File: config.mk
export PLATFORM = sky130hd
export DESIGN_NAME = rcv3_lane
export DESIGN_NICKNAME = d
export VERILOG_FILES = /design/src/rtl/rcv3_pkg.sv /design/src/rtl/rcv3_lane.sv
export SDC_FILE = /design/constraint.sdc
export NUM_CORES = 2
export LEC_CHECK = 0
export BUFFER_PORTS_ARGS = -buffer_cell sky130_fd_sc_hd__buf_2
export CORE_ASPECT_RATIO = 1.25
export CORE_MARGIN = 2
export CORE_UTILIZATION = 50
export CTS_CLUSTER_SIZE = 40
export DETAILED_ROUTE_END_ITERATION = 10
export HOLD_SLACK_MARGIN = 0.15
export PLACE_DENSITY = 0.64
export SYNTH_ARGS = -nofsm -noshare
export SYNTH_HDL_FRONTEND = slang
export SYNTH_SLANG_ARGS = --single-unit
File: constraint.sdc
create_clock -name i_clk -period 11.9 [get_ports i_clk]
set_clock_uncertainty 0.1 [all_clocks]
set_input_delay 1.19 -clock i_clk [delete_from_list [all_inputs] [get_ports i_clk]]
set_output_delay 1.19 -clock i_clk [all_outputs]
set_load 0.1 [all_outputs]
File: src/rtl/rcv3_pkg.sv
`timescale 1ns / 1ps
`default_nettype none
// ----------------------------------------------------------------------------
// rcv3_pkg: shared types and constants of the RGB 3x3 convolution core
// Holds the configuration register codes, arithmetic widths and the
// control bundle that steers the per-channel filter lanes.
// ----------------------------------------------------------------------------
package rcv3_pkg;

    // Default line length the line buffers are sized for.
    localparam int MAX_WIDTH_DFLT = 1024;

    // Frame height limit and the row counter that covers it.
    localparam int HEIGHT_MAX = 1024;
    localparam int ROW_W      = 10;

    // Configuration port geometry.
    localparam int CFG_IDX_W  = 3;
    localparam int CFG_DATA_W = 48;
    localparam int DIM_W      = 11;

    // Pixel and coefficient formats.
    localparam int PIX_W    = 8;
    localparam int COEF_W   = 16;
    localparam int FRAC_W   = 14;
    localparam int TAPS     = 9;
    localparam int RGB_W    = 3 * PIX_W;

    // Configuration register codes.
    typedef enum logic [CFG_IDX_W-1:0] {
        REG_WIDTH    = 3'd0,
        REG_HEIGHT   = 3'd1,
        REG_COEF_TOP = 3'd2,
        REG_COEF_MID = 3'd3,
        REG_COEF_BOT = 3'd4
    } t_cfg_reg;

    // Nine Q2.14 taps, tap (row * 3 + column) at index row * 3 + column.
    typedef logic [TAPS-1:0][COEF_W-1:0] t_kernel;

    // Arithmetic widths: 9-bit signed pixel times 16-bit coefficient,
    // then a sum of three and a sum of nine.
    typedef logic signed [PIX_W+COEF_W:0]   t_prod;
    typedef logic signed [PIX_W+COEF_W+2:0] t_rsum;
    typedef logic signed [PIX_W+COEF_W+4:0] t_acc;

    // Stage enables handed to every lane.
    typedef struct packed {
        logic shift;     // shift the window and register the products
        logic sum_rows;  // register the three row sums
        logic sum_all;   // register the saturated result
    } t_lane_ctl;

endpackage
`default_nettype wire

File: src/rtl/rcv3_lane.sv
`timescale 1ns / 1ps
`default_nettype none
// ----------------------------------------------------------------------------
// rcv3_lane: one color channel of the 3x3 filter
// Keeps the channel's window, multiplies all nine taps in parallel, sums
// rows and then the whole window, and truncates and saturates to 0..255.
// ----------------------------------------------------------------------------
module rcv3_lane (
    input  wire logic                           i_clk,
    input  wire logic                           i_rst_n,
    input  wire rcv3_pkg::t_lane_ctl            i_ctl,
    input  wire rcv3_pkg::t_kernel              i_kernel,
    input  wire logic [rcv3_pkg::PIX_W-1:0]     i_top,
    input  wire logic [rcv3_pkg::PIX_W-1:0]     i_mid,
    input  wire logic [rcv3_pkg::PIX_W-1:0]     i_pix,
    output logic      [rcv3_pkg::PIX_W-1:0]     o_result
);

    localparam int PW = rcv3_pkg::PIX_W;
    localparam int AW = $bits(rcv3_pkg::t_acc);

    logic [rcv3_pkg::TAPS-1:0][PW-1:0] r_win;
    logic [rcv3_pkg::TAPS-1:0][PW-1:0] n_win;
    rcv3_pkg::t_prod                   r_prod [rcv3_pkg::TAPS];
    rcv3_pkg::t_prod                   n_prod [rcv3_pkg::TAPS];
    rcv3_pkg::t_rsum                   r_row  [3];
    rcv3_pkg::t_rsum                   n_row  [3];
    rcv3_pkg::t_acc                    n_acc;
    logic [PW-1:0]                     r_result;
    logic [PW-1:0]                     n_result;

    // Window shifts one column left; column 2 takes the new column.
    always_comb begin
        for (int r = 0; r < 3; r++) begin
            n_win[r*3]   = r_win[r*3+1];
            n_win[r*3+1] = r_win[r*3+2];
        end
        n_win[2] = i_top;
        n_win[5] = i_mid;
        n_win[8] = i_pix;
    end

    // Nine pixel-by-coefficient products on the shifted window.
    always_comb begin
        for (int k = 0; k < rcv3_pkg::TAPS; k++) begin
            n_prod[k] = $signed({1'b0, n_win[k]}) * $signed(i_kernel[k]);
        end
    end

    always_ff @(posedge i_clk) begin
        if (!i_rst_n) begin
            r_win <= '0;
        end else if (i_ctl.shift) begin
            r_win <= n_win;
        end
    end

    always_ff @(posedge i_clk) begin
        if (i_ctl.shift) begin
            for (int k = 0; k < rcv3_pkg::TAPS; k++) begin
                r_prod[k] <= n_prod[k];
            end
        end
    end

    // Row sums of three products each.
    always_comb begin
        for (int r = 0; r < 3; r++) begin
            n_row[r] = rcv3_pkg::t_rsum'(r_prod[r*3]) + rcv3_pkg::t_rsum'(r_prod[r*3+1])
                     + rcv3_pkg::t_rsum'(r_prod[r*3+2]);
        end
    end

    always_ff @(posedge i_clk) begin
        if (i_ctl.sum_rows) begin
            for (int r = 0; r < 3; r++) begin
                r_row[r] <= n_row[r];
            end
        end
    end

    // Window total, fraction dropped, clamped to the pixel range.
    always_comb begin
        n_acc = rcv3_pkg::t_acc'(r_row[0]) + rcv3_pkg::t_acc'(r_row[1])
              + rcv3_pkg::t_acc'(r_row[2]);
        if (n_acc[AW-1]) begin
            n_result = '0;
        end else if (n_acc[AW-1:rcv3_pkg::FRAC_W] > (AW-rcv3_pkg::FRAC_W)'(255)) begin
            n_result = '1;
        end else begin
            n_result = n_acc[rcv3_pkg::FRAC_W+PW-1:rcv3_pkg::FRAC_W];
        end
    end

    always_ff @(posedge i_clk) begin
        if (i_ctl.sum_all) begin
            r_result <= n_result;
        end
    end

    assign o_result = r_result;

endmodule
`default_nettype wire

==> flow_metrics.py <==
metrics = {
    "place": {
        "place_area_um2": 61500,
        "place_hpwl_um": 108000,
        "gp_congestion": 0.869,
        "numPortBuffers": 180,
    },
    "yosys": {
        "ys.flop_type": "edfxtp_1",
        "synth_top_area_cell": "fa_1",
        "ys_ff_latch": 362,
        "synth_nets": 7870,
        "syn_area_um2": 59000,
        "synthTopCellsByArea": "fa_1 (35%), edfxtp_1 (16%), ha_1 (12%), inv_1 (9.5%), and2_1 (6.4%)",
        "yosysMostFrequentCell": "inv_1",
        "synth_common_cells": "inv_1 (1,488), fa_1 (1,022), nand2_1 (638)",
        "synth-edff-count": 314,
        "netlist.area_leader.share_pct": 34.7,
        "postSynth.asyncResetShare_pct": 0,
        "ys_types": 75,
        "ys_seq_area_share_pct": 17.6,
        "avgSynthCellArea_um2": 9.63,
        "synthCells": 6123,
        "yosys_warnings": 0,
    },
    "power": {
        "ir_drop_uv": 176,
        "leakagePower_nw": 32.2,
        "power_density_nw_per_um2": 193,
    },
    "timing": {
        "slew_headroom_pct": 27.1,
        "period_share_pct": 49.3,
        "setup_tns_ps": 0,
        "fmax_ghz": 0.171,
        "tightest_slew_ps": 1090,
        "whs_ps": 416,
        "hold_violations": 0,
        "rsz0062_at_grt": "false",
        "maxSlewViolCount": 0,
        "setup_viol": 0,
        "fin_crit_ps": 5860,
    },
    "min_path": {
        "hold_end": "n_win[48]",
        "min_from": "n_win[56]",
        "hp-class": "reg -> reg",
        "whs_path_depth": 2,
    },
    "critical_path": {
        "cp_max_fo": 8,
        "reg2reg_from": "n_win[27]",
        "end_kind": "flip-flop",
        "criticalPathCategory": "in -> reg",
        "critPathRequiredTime_ps": 12100,
        "slowest_stage": "a2111oi_0",
        "critPathLaunchType": "input pin",
        "crit_chain": "buf_2 > nand2_1 > fa_1 > inv_1 > fa_1 > fa_1 > inv_1 > fa_1 > inv_1 > ha_1 > a21o_1 > a21oi_1 > nand2_1 > a21oi_1 > nor3_1 > a2111oi_0 > o31ai_1 > a21oi_1 > xnor2_1",
        "reg2reg_depth": 17,
        "rrSetupSlack_ps": 6050,
        "max_stage_delay_ps": 830,
        "worstPathArrival_ps": 6060,
        "r2r-end": "r_prod[0][98]",
        "critPathMostFrequentCell": "fa_1",
    },
    "finish": {
        "design_area_um2": 63100,
        "final_core_util_pct": 54.0,
        "areaGrowthSynthToFinish_pct": 7.01,
        "nets": 7996,
        "final_layout_size_suffix_gt1_share_pct": 4.77,
    },
    "cts": {
        "clock_latency_ps": 600,
        "root_buffer": "clkbuf_16",
        "cts_buffer_depth": 3,
        "cts_made_buffers": 42,
        "cts_max_level": 2,
        "ctsHoldBuffers": 0,
        "cts_tree": "yes",
        "cts-resized-gates": 0,
        "cts_sinks": 362,
        "cts_setup_buffers": 0,
        "clkTransAtPathRegs_ps": 60,
    },
    "global_route": {
        "grt_pass1_vias": 43600,
        "track_usage_pct": 22.8,
        "antenna_found_initial": 13,
        "grt-ovfl-total": 0,
        "grt_pass1_wl_um": 222000,
        "grt_max_degree": 101,
    },
    "floorplanning": {
        "die_y_um": 388,
        "initial_core_util_pct": 50.5,
        "ios": 181,
        "rows": 140,
        "die_area_um2": 121000,
        "core_um2": 117000,
        "die_w_um": 311,
    },
    "routing": {
        "drc": 0,
        "routed_wl_um": 131000,
        "first_iter_violations": 2106,
        "num_vias": 40500,
        "wire_per_inst_um": 16.7,
        "dr.pass1.iters": 6,
        "viasPerCell": 5.15,
        "postRouteAntennaNets": 0,
    },
    "run": {
        "maxCapViolCount": 0,
    },
    "run_status": {
        "status": "finished, final reports clean",
    },
}
-- kinds of logic after synthesis --
logic type / synth area share (%)
AO/OA/AOI/OAI: 6.36
adder cells (fa/ha/maj): 46.4
XOR/XNOR: 3.83
buffers and inverters: 10.2
multiplexers: 0.923
AND/OR/NAND/NOR: 14.7
flip-flops: 17.6
-- how the worst max path moves through the flow --
stage / endpoint / depth (start not counted) / startpoint / slack [ps]
after floorplan: r_prod[0][224] / 18 / i_pix[0] / 5830
after global placement: r_prod[0][96] / 19 / i_kernel[58] / 5570
after detailed placement: r_prod[0][98] / 19 / i_kernel[58] / 5510
after CTS: r_prod[0][98] / 17 / n_win[27] / 5990
after global routing: r_prod[0][98] / 17 / n_win[27] / 5570
final: r_prod[0][98] / 19 / i_kernel[58] / 6040
-- where the power goes --
part	leakage, nW	switching (mW)	internal [mW]
registers	3.51	0.344	2.24
clock network	0.726	0.582	0.865
logic	28.0	4.64	3.50
total	32.2	5.56	6.60
-- metal layers --
| metal | track usage, % | up-vias | share of wire [%] |
|---|---|---|---|
| met4 | 6.67 | 8 | 3.0 |
| li1 | - | 19000 | - |
| met1 | 28.7 | 20500 | 41 |
| met5 | 0 | - | 0.042 |
| met2 | 41.3 | 706 | 52 |
| met3 | 2.50 | 200 | 3.8 |
-- final cells by class --
type | count | area, µm²
Fill cell | 10700 | 53700
Multi-Input combinational cell | 4159 | 42600
Sequential cell | 362 | 10400
Inverter | 1488 | 5590
Tap cell | 1562 | 1950
Clock buffer | 46 | 1080
Timing Repair Buffer | 196 | 1030
Clock inverter | 32 | 484
Antenna cell | 6 | 15.0
-- cells in the final DEF, fill, tap and decap left out, types with 11 or more instances in the layout --
master     instances
dfxtp_1           48
o31ai_1           11
nand3_1           48
edfxtp_1         314
nor2_1           150
a211oi_1          15
mux2i_1           53
and2_1           605
ha_1             552
buf_4             17
and3_1            30
o21a_1            47
or3_1             19
buf_2            178
xor2_1            52
inv_1           1488
nand2b_1          26
or2_2             13
nor3_1            55
o21bai_1          24
a31oi_1           23
fa_1            1022
o21ai_0           77
clkbuf_16         42
xnor2_1          206
a21o_1            81
o211ai_1          11
nor2b_1           87
a21oi_1          178
nand2_1          638
-- registers in the layout, summed over array words and instances (netlist names) --
signal,flops
r_row,81
r_prod,225
o_result,8
n_win,48
-- metrics by stage --
stage	power, mW	std cells	setup WS (ps)
6_report	12.2	7851	6040
3_5_place_dp	10.7	7767	5510
2_1_floorplan	8.66	6123	5830
5_1_grt	13.4	7849	5570
3_3_place_gp	10.6	7767	5570
4_1_cts	12.3	7845	5990
-- critical path, delay by kind of cell --
kind                       cells  cell delay, ps
adders and majority gates      5            2370
AOI/OAI and AO/OA              6            1790
buffers and inverters          4             320
and+or+nand+nor                3             280
xor gates and xnor gates       1             110
(Power assumes the default switching activity.)
